--- config.mk ---
export PLATFORM = sky130hd
export DESIGN_NAME = multichannel_length_prefixed_deframer_core
export DESIGN_NICKNAME = d
export VERILOG_FILES = /design/src/hdl/mlpd_pkg.sv /design/src/hdl/mlpd_in_stage.sv /design/src/hdl/mlpd_parser.sv /design/src/hdl/mlpd_out_stage.sv /design/src/hdl/multichannel_length_prefixed_deframer_core.sv
export VERILOG_INCLUDE_DIRS = /design/src /design/src/hdl
export SDC_FILE = /design/constraint.sdc
export NUM_CORES = 1
export LEC_CHECK = 0
export BUFFER_PORTS_ARGS = -buffer_cell sky130_fd_sc_hd__buf_2
export CAP_MARGIN = 40
export CORE_MARGIN = 1.5
export CORE_UTILIZATION = 45
export CTS_BUF_LIST = sky130_fd_sc_hd__clkbuf_16
export CTS_CLUSTER_DIAMETER = 40
export DETAILED_ROUTE_END_ITERATION = 7
export SLEW_MARGIN = 10
export SYNTH_ARGS = -nofsm -noshare
export SYNTH_HDL_FRONTEND = slang
export SYNTH_SLANG_ARGS = --single-unit
--- constraint.sdc ---
create_clock -name clk -period 4.15 [get_ports clk]
set_clock_uncertainty 0.2 [all_clocks]
set_input_delay 0.83 -clock clk [delete_from_list [all_inputs] [get_ports clk]]
set_output_delay 0.83 -clock clk [all_outputs]
set_load 0.02 [all_outputs]
--- src/hdl/multichannel_length_prefixed_deframer_core_defines.svh ---
// Assertion macros shared by the deframer RTL.
// MLPD_ASSERT checks a property on every clock edge outside reset.
// MLPD_ASSERT_NEVER checks that a condition never holds outside reset.
`ifndef MULTICHANNEL_LENGTH_PREFIXED_DEFRAMER_CORE_DEFINES_SVH
`define MULTICHANNEL_LENGTH_PREFIXED_DEFRAMER_CORE_DEFINES_SVH
`ifndef SYNTHESIS
`define MLPD_ASSERT(lbl, clk, rst_n, prop, msg) \
  lbl: assert property (@(posedge clk) disable iff (!rst_n) prop) else $error(msg);
`define MLPD_ASSERT_NEVER(lbl, clk, rst_n, cond, msg) \
  lbl: assert property (@(posedge clk) disable iff (!rst_n) !(cond)) else $error(msg);
`else
`define MLPD_ASSERT(lbl, clk, rst_n, prop, msg)
`define MLPD_ASSERT_NEVER(lbl, clk, rst_n, cond, msg)
`endif
`endif

--- src/hdl/mlpd_pkg.sv ---
package mlpd_pkg;

  // Item kinds
  localparam logic KIND_BYTE  = 1'b0;
  localparam logic KIND_RESET = 1'b1;

  // Frame start marker '<'
  localparam logic [7:0] START_BYTE = 8'h3C;

  localparam int unsigned CH_FIELD_W = 2;
  localparam int unsigned LEN_W      = 16;
  localparam int unsigned DLEN_W     = 9;

  // One input item
  typedef struct packed {
    logic                  kind;
    logic [CH_FIELD_W-1:0] channel;
    logic [7:0]            rx_byte;
  } item_t;

  // One result item
  typedef struct packed {
    logic [CH_FIELD_W-1:0] channel;
    logic [7:0]            payload_byte;
    logic [LEN_W-1:0]      position;
    logic                  kept;
    logic                  frame_end;
    logic [DLEN_W-1:0]     delivered_length;
  } result_t;

endpackage

--- src/hdl/mlpd_in_stage.sv ---
module mlpd_in_stage (
  input  logic            clk,
  input  logic            rst_n,
  input  logic            in_valid,
  output logic            in_stall,
  input  mlpd_pkg::item_t in_item,
  input  logic            take,
  output logic            vld,
  output mlpd_pkg::item_t item
);

  logic            vld_r;
  logic            vld_nxt;
  mlpd_pkg::item_t item_r;
  logic            load;

  // Hold the registered item until the parser takes it
  assign in_stall = vld_r && !take;
  assign load     = !in_stall;
  assign vld_nxt  = load ? in_valid : vld_r;

  always_ff @(posedge clk) begin
    if (!rst_n) begin
      vld_r <= 1'b0;
    end else begin
      vld_r <= vld_nxt;
    end
  end

  // Capture the payload on every transfer slot
  always_ff @(posedge clk) begin
    if (load && in_valid) begin
      item_r <= in_item;
    end
  end

  assign vld  = vld_r;
  assign item = item_r;

endmodule

--- src/hdl/mlpd_parser.sv ---
`include "multichannel_length_prefixed_deframer_core_defines.svh"

module mlpd_parser #(
  parameter int unsigned CHANNELS  = 4,
  parameter int unsigned MAX_FRAME = 256
) (
  input  logic              clk,
  input  logic              rst_n,
  input  logic              vld,
  input  mlpd_pkg::item_t   item,
  input  logic              out_blocked,
  output logic              take,
  output logic              res_load,
  output mlpd_pkg::result_t res
);

  // Only four channels are addressable through the channel field
  localparam int unsigned NCH  = (CHANNELS < 4) ? CHANNELS : 4;
  localparam int unsigned CH_W = (NCH > 1) ? $clog2(NCH) : 1;
  localparam int unsigned LW   = mlpd_pkg::LEN_W;

  typedef enum logic [3:0] {
    PH_HUNT    = 4'b0001,
    PH_START   = 4'b0010,
    PH_LENLO   = 4'b0100,
    PH_PAYLOAD = 4'b1000
  } phase_t;

  phase_t        ph_r  [NCH];
  logic [LW-1:0] len_r [NCH];
  logic [LW-1:0] cnt_r [NCH];

  logic          ch_ok;
  logic [CH_W-1:0] idx;
  phase_t        cur_ph;
  logic [LW-1:0] cur_len;
  logic [LW-1:0] cur_cnt;
  phase_t        ph_nxt;
  logic [LW-1:0] len_nxt;
  logic [LW-1:0] cnt_nxt;
  logic [LW-1:0] len_full;
  logic [LW:0]   pos_inc;
  logic          is_end;
  logic          is_kept;
  logic [LW-1:0] dl_full;
  logic          produce;
  logic          upd;

  // Look up the addressed channel
  assign ch_ok   = (int'(item.channel) < NCH);
  assign idx     = CH_W'(item.channel);
  assign cur_ph  = ph_r[idx];
  assign cur_len = len_r[idx];
  assign cur_cnt = cnt_r[idx];

  // Payload byte arithmetic
  assign pos_inc  = {1'b0, cur_cnt} + {{LW{1'b0}}, 1'b1};
  assign is_end   = (pos_inc >= {1'b0, cur_len});
  assign is_kept  = ({1'b0, cur_cnt} < (LW+1)'(MAX_FRAME));
  assign dl_full  = (cur_len > LW'(MAX_FRAME)) ? LW'(MAX_FRAME) : cur_len;
  assign len_full = {item.rx_byte, cur_len[7:0]};

  assign produce = ch_ok && (item.kind == mlpd_pkg::KIND_BYTE) && (cur_ph == PH_PAYLOAD);

  // Advance unless a result would land on a stalled output
  assign take     = vld && !(produce && out_blocked);
  assign res_load = take && produce;
  assign upd      = take && ch_ok;

  // Next state of the addressed channel
  always_comb begin
    ph_nxt  = cur_ph;
    len_nxt = cur_len;
    cnt_nxt = cur_cnt;
    if (item.kind == mlpd_pkg::KIND_RESET) begin
      ph_nxt  = PH_HUNT;
      len_nxt = '0;
      cnt_nxt = '0;
    end else begin
      case (cur_ph)
        PH_HUNT: begin
          if (item.rx_byte == mlpd_pkg::START_BYTE) begin
            ph_nxt = PH_START;
          end
        end
        PH_START: begin
          len_nxt = {8'h00, item.rx_byte};
          ph_nxt  = PH_LENLO;
        end
        PH_LENLO: begin
          len_nxt = len_full;
          cnt_nxt = '0;
          ph_nxt  = (len_full != '0) ? PH_PAYLOAD : PH_HUNT;
        end
        PH_PAYLOAD: begin
          cnt_nxt = pos_inc[LW-1:0];
          if (is_end) begin
            ph_nxt = PH_HUNT;
          end
        end
        default: begin
          ph_nxt = PH_HUNT;
        end
      endcase
    end
  end

  // Channel state table
  always_ff @(posedge clk) begin
    if (!rst_n) begin
      for (int i = 0; i < NCH; i++) begin
        ph_r[i]  <= PH_HUNT;
        len_r[i] <= '0;
        cnt_r[i] <= '0;
      end
    end else if (upd) begin
      ph_r[idx]  <= ph_nxt;
      len_r[idx] <= len_nxt;
      cnt_r[idx] <= cnt_nxt;
    end
  end

  // Result fields for the output register
  always_comb begin
    res.channel          = item.channel;
    res.payload_byte     = item.rx_byte;
    res.position         = cur_cnt;
    res.kept             = is_kept;
    res.frame_end        = is_end;
    res.delivered_length = is_end ? dl_full[mlpd_pkg::DLEN_W-1:0] : '0;
  end

  `MLPD_ASSERT(a_reset_item_hunts, clk, rst_n, (upd && item.kind == mlpd_pkg::KIND_RESET) |=> (ph_r[$past(idx)] == PH_HUNT), "reset item did not return channel to hunting")
  `MLPD_ASSERT(a_payload_len_nonzero, clk, rst_n, (ch_ok && cur_ph == PH_PAYLOAD) |-> (cur_len != '0), "payload phase entered with zero length")
  `MLPD_ASSERT(a_count_below_len, clk, rst_n, (ch_ok && cur_ph == PH_PAYLOAD) |-> (cur_cnt < cur_len), "received count reached declared length inside a frame")

endmodule

--- src/hdl/mlpd_out_stage.sv ---
module mlpd_out_stage (
  input  logic              clk,
  input  logic              rst_n,
  input  logic              res_load,
  input  mlpd_pkg::result_t res,
  output logic              blocked,
  output logic              out_valid,
  input  logic              out_stall,
  output mlpd_pkg::result_t out_res
);

  logic              vld_r;
  logic              vld_nxt;
  mlpd_pkg::result_t res_r;

  assign blocked = vld_r && out_stall;

  // Load a new result, drop the old one once transferred
  always_comb begin
    vld_nxt = vld_r;
    if (res_load) begin
      vld_nxt = 1'b1;
    end else if (vld_r && !out_stall) begin
      vld_nxt = 1'b0;
    end
  end

  always_ff @(posedge clk) begin
    if (!rst_n) begin
      vld_r <= 1'b0;
    end else begin
      vld_r <= vld_nxt;
    end
  end

  always_ff @(posedge clk) begin
    if (res_load) begin
      res_r <= res;
    end
  end

  assign out_valid = vld_r;
  assign out_res   = res_r;

endmodule

--- src/hdl/multichannel_length_prefixed_deframer_core.sv ---
// Per-channel deframer for up to four interleaved client byte streams.
// Input channel: in_valid/in_stall with in_kind, in_channel and in_rx_byte.
// A byte item advances the addressed channel's parser: hunt for '<', take a
// 16-bit little-endian length, then emit one result per payload byte. A reset
// item returns that channel to hunting and gives no result.
// Result channel: out_valid/out_stall with channel, byte, position, kept flag,
// frame_end and the delivered length (clamped to MAX_FRAME) on the last byte.
// Each item passes an input register, a state lookup and update, and a
// result register, which offers the result. One item is taken every cycle
// while no payload byte waits behind a stalled result; the channel state
// table is read and written in the same cycle, so items for the same
// channel may follow each other with no gap.
// When the receiver stalls, the held result blocks only the next payload
// byte; header and reset items keep flowing. in_stall rises only while a
// payload byte waits behind a stalled result.
// Synchronous reset puts every channel into hunting with zero length and
// count, and empties both registers.
`include "multichannel_length_prefixed_deframer_core_defines.svh"

module multichannel_length_prefixed_deframer_core #(
  parameter int unsigned CHANNELS  = 4,
  parameter int unsigned MAX_FRAME = 256
) (
  input  logic                            clk,
  input  logic                            rst_n,
  input  logic                            in_valid,
  output logic                            in_stall,
  input  logic                            in_kind,
  input  logic [mlpd_pkg::CH_FIELD_W-1:0] in_channel,
  input  logic [7:0]                      in_rx_byte,
  output logic                            out_valid,
  input  logic                            out_stall,
  output logic [mlpd_pkg::CH_FIELD_W-1:0] out_channel,
  output logic [7:0]                      out_payload_byte,
  output logic [mlpd_pkg::LEN_W-1:0]      out_position,
  output logic                            out_kept,
  output logic                            out_frame_end,
  output logic [mlpd_pkg::DLEN_W-1:0]     out_delivered_length
);

  mlpd_pkg::item_t   in_item;
  mlpd_pkg::item_t   item;
  logic              item_vld;
  logic              take;
  logic              res_load;
  logic              blocked;
  mlpd_pkg::result_t res;
  mlpd_pkg::result_t out_res;

  assign in_item.kind    = in_kind;
  assign in_item.channel = in_channel;
  assign in_item.rx_byte = in_rx_byte;

  mlpd_in_stage u_in_stage (
    .clk      (clk),
    .rst_n    (rst_n),
    .in_valid (in_valid),
    .in_stall (in_stall),
    .in_item  (in_item),
    .take     (take),
    .vld      (item_vld),
    .item     (item)
  );

  mlpd_parser #(
    .CHANNELS  (CHANNELS),
    .MAX_FRAME (MAX_FRAME)
  ) u_parser (
    .clk         (clk),
    .rst_n       (rst_n),
    .vld         (item_vld),
    .item        (item),
    .out_blocked (blocked),
    .take        (take),
    .res_load    (res_load),
    .res         (res)
  );

  mlpd_out_stage u_out_stage (
    .clk       (clk),
    .rst_n     (rst_n),
    .res_load  (res_load),
    .res       (res),
    .blocked   (blocked),
    .out_valid (out_valid),
    .out_stall (out_stall),
    .out_res   (out_res)
  );

  assign out_channel          = out_res.channel;
  assign out_payload_byte     = out_res.payload_byte;
  assign out_position         = out_res.position;
  assign out_kept             = out_res.kept;
  assign out_frame_end        = out_res.frame_end;
  assign out_delivered_length = out_res.delivered_length;

  `MLPD_ASSERT(a_stall_needs_blocked_out, clk, rst_n, in_stall |-> (out_valid && out_stall), "input stalled while the result register was free")
  `MLPD_ASSERT_NEVER(a_len_only_at_end, clk, rst_n, out_valid && !out_frame_end && (out_delivered_length != '0), "delivered length set on a byte that is not the last")
  `MLPD_ASSERT(a_kept_below_max, clk, rst_n, (out_valid && out_kept) |-> ({1'b0, out_position} < (mlpd_pkg::LEN_W+1)'(MAX_FRAME)), "byte marked kept beyond the frame limit")

endmodule

==> metrics.yaml <==
cts:
  clock_latency_ns: 0.43
  clock_sinks: 196
  root_buffer: "clkbuf_16"
  cts_made_buffers: 17
  post_cts_buffers: 0
  clkTransAtPathRegs_ns: 0.07
  clockBufferDepth: 2
  htreeDepth: 4
  cts_tree: "done"
global_route:
  grt_usage: 0.215
  antenna_found_initial: 0
  grt_use_met1: 0.290
  grt_overflow: 0
  grt_max_degree: 38
  gr-max-usage-layer: "met2"
  grt_pass1_vias: 5898
  grt.met3_usage: 0.0391
  use_met2: 0.362
  grt_pass1_wl_mm: 34.0
worst_setup_path:
  critPathCaptureType: "flip-flop"
  regToRegEndpoint: "u_parser.ph_r[2][0]"
  cp.depth: 14
  ff2ff_setup_slack_ns: 0.20
  cp_data_arrival_time_ns: 3.92
  startpoint_type: "flip-flop"
  critical_path_buf_inv_count: 3
  crit_chain: "buf_4, mux4_1, buf_4, and4_4, nand3_1, xnor2_1, ha_1, a21o_1, a211oi_1, o31a_1, a31oi_1, o31ai_1, buf_4, nand3_1"
  crit_slowest_cell: "mux4_1"
  required_ns: 4.11
  path_delay_family: "compound AO/OA/AOI/OAI gates"
  path_class: "reg -> reg"
  rr_worst_depth: 14
  cp_common_cell: "buf_4"
  slowest_delay_ns: 0.61
  crit_fanout: 7
drt:
  vias: 5780
  drt-pass1-iter-count: 5
  drt-vias-per-instance: 5.68
  drtAntennaViolNets: 0
  drt-total-wl_mm: 22.1
  first_iter_violations: 429
  wl_per_cell_um: 21.7
  drc: 0
synth:
  yosysMostFrequentCell: "edfxtp_1"
  ys_types: 60
  synth-edff-count: 192
  async_flop_share: 0
  synth_flop_cell: "edfxtp_1"
  ys_ff_latch: 196
  syn-cell-area_um2: 9210
  ys_top_cells_by_area: "edfxtp_1 (63%), mux4_2 (6.6%), nor2_1 (5.1%)"
  synth_cells: 660
  ys_seq_area_frac: 0.635
  ys_top_cells_by_count: "edfxtp_1 (192), nor2_1 (126), nand2_1 (43)"
  ys_warn_count: 0
  syn-mean-instance-area_um2: 13.9
  yosysTopAreaCell: "edfxtp_1"
  syn-num-nets: 692
  yosys.area.top_type_share: 0.626
timing:
  max_slew_margin: 0.553
  worstMarginPinSlew_ns: 0.668
  fin_crit_sh: 0.952
  slew_viol_final: 0
  hold_violations: 0
  finalSetupViolCount: 0
  fmax_mhz: 253
  tns_ns: 0
  hold_ws_ns: 0.357
  period_needed_ns: 3.95
final_layout:
  finalNetCount: 767
  area_growth_pct: 14.5
  multi_input_area_um2: 3060
  final_cells: 1018
  drive_gt1_frac: 0.241
  fill_cells: 1743
  post-route-cell-area_um2: 10500
  regArea_um2: 5850
  diodes: 0
hold_path:
  min_from: "u_in_stage.item[1]"
  hold_end: "u_out_stage.out_res[28]"
  whs_path_depth: 0
  hold_class: "reg -> reg"
power:
  powerDensity_nw_per_um2: 411
  p_leak_nw: 3.89
  ir_drop_v: 0.000285
  finalPower_w: 0.00433
die:
  die_w_um: 146
  initial_core_util: 0.456
  die_height_um: 146
  dieArea_um2: 21300
  row_count: 52
  ios: 54
  core_region_area_um2: 20200
place:
  io_buffers: 53
  gp_congestion: 0.878
  place_inst: 986
  dpl_cell_area_um2: 9980
  place_hpwl_mm: 14.2
run_status:
  outcome: "finished, final reports clean"
flow_run:
  drv_cap: 0
[area by class of cell]
cell class                 instances  area share
sequential                       196       0.555
inverter                          35      0.0125
tap                              270      0.0321
clock inverter                    15      0.0113
timing repair buffer              89      0.0591
clock buffer                      17      0.0404
multi-input combinational        396       0.290
[stage by stage]
step                worst slack [ns]  utilization
floorplan                      0.466            -
global placement               0.208        0.495
detailed placement             0.226        0.495
CTS                           0.0649        0.522
global route                 -0.0105        0.523
finish                         0.198        0.523
[state kept, by name, summed over array words and instances (netlist names), named ones only]
signal	count
u_parser.cnt_r	64
u_parser.len_r	64
u_out_stage.out_res	37
u_parser.ph_r	16
u_in_stage.item	11
u_in_stage.vld	1
u_out_stage.out_valid	1
[cells by family after synthesis]
family,after synthesis,share of synthesized area
AOI/OAI and AO/OA,61,0.0506
xor gates and xnor gates,14,0.0133
adders and majority gates,17,0.0231
buffers and inverters,68,0.0366
DFF,196,0.635
muxes,50,0.108
and+or+nand+nor,254,0.133
[per-layer routing]
layer,part of all wire,up-vias
li1,-,2641
met1,0.44,2925
met2,0.49,193
met3,0.050,21
met4,0.014,0
met5,0,-
[what timing repair did]
action / CTS / global route
pin swaps: 0 / 0
gates resized for setup: 1 / 6
endpoints found under the hold margin: 0 / 0
hold buffers: 0 / 0
setup endpoints to repair: 1 / 14
[where the power goes]
group	switching [W]	internal [W]	total, W
registers	0.0000292	0.00224	0.00227
clock network	0.000727	0.000822	0.00155
logic	0.000307	0.000203	0.000511
[worst reg2reg max path, stage by stage (launching register included)]
cell      delay, ns
dfxtp_2        0.39
buf_4          0.18
mux4_1         0.61
buf_4          0.20
and4_4         0.18
nand3_1        0.09
xnor2_1        0.21
ha_1           0.32
a21o_1         0.16
a211oi_1       0.28
o31a_1         0.19
a31oi_1        0.08
o31ai_1        0.32
buf_4          0.19
nand3_1        0.08
[worst max path at each step]
stage                                   endpoint  slack, ns
after floorplan             u_parser.cnt_r[2][0]       0.47
after global placement       u_parser.ph_r[2][0]       0.21
after detailed placement     u_parser.ph_r[1][0]       0.23
after CTS                               in_stall       0.06
after global routing      u_out_stage.out_res[6]      -0.01
final                        u_parser.ph_r[2][0]       0.20
[cell usage in the layout (no fill, tap or decap), types with 3 or more instances in the layout]
master     netlist  final
a21oi_1          9      8
a22oi_1         20     20
and2_1          11     11
buf_12           1      7
buf_2           10     53
buf_4            8     29
clkbuf_16        0     17
clkinv_4         0      4
dfxtp_1          4      3
edfxtp_1       192    192
ha_1            17     16
inv_1           35     39
mux2_2          12     12
mux4_1           8      7
mux4_2          27     28
nand2_1         43     43
nand3_1         14     14
nand4_1         11     11
nor2_1         126    126
nor2b_1          3      3
nor3_1          10     10
nor4_1           9      9
o21a_1           4      4
o2bb2ai_1        8      8
or4_1            3      3
xnor2_1         10     10
xor2_1           4      4
Power figures use the tool's default switching activity.
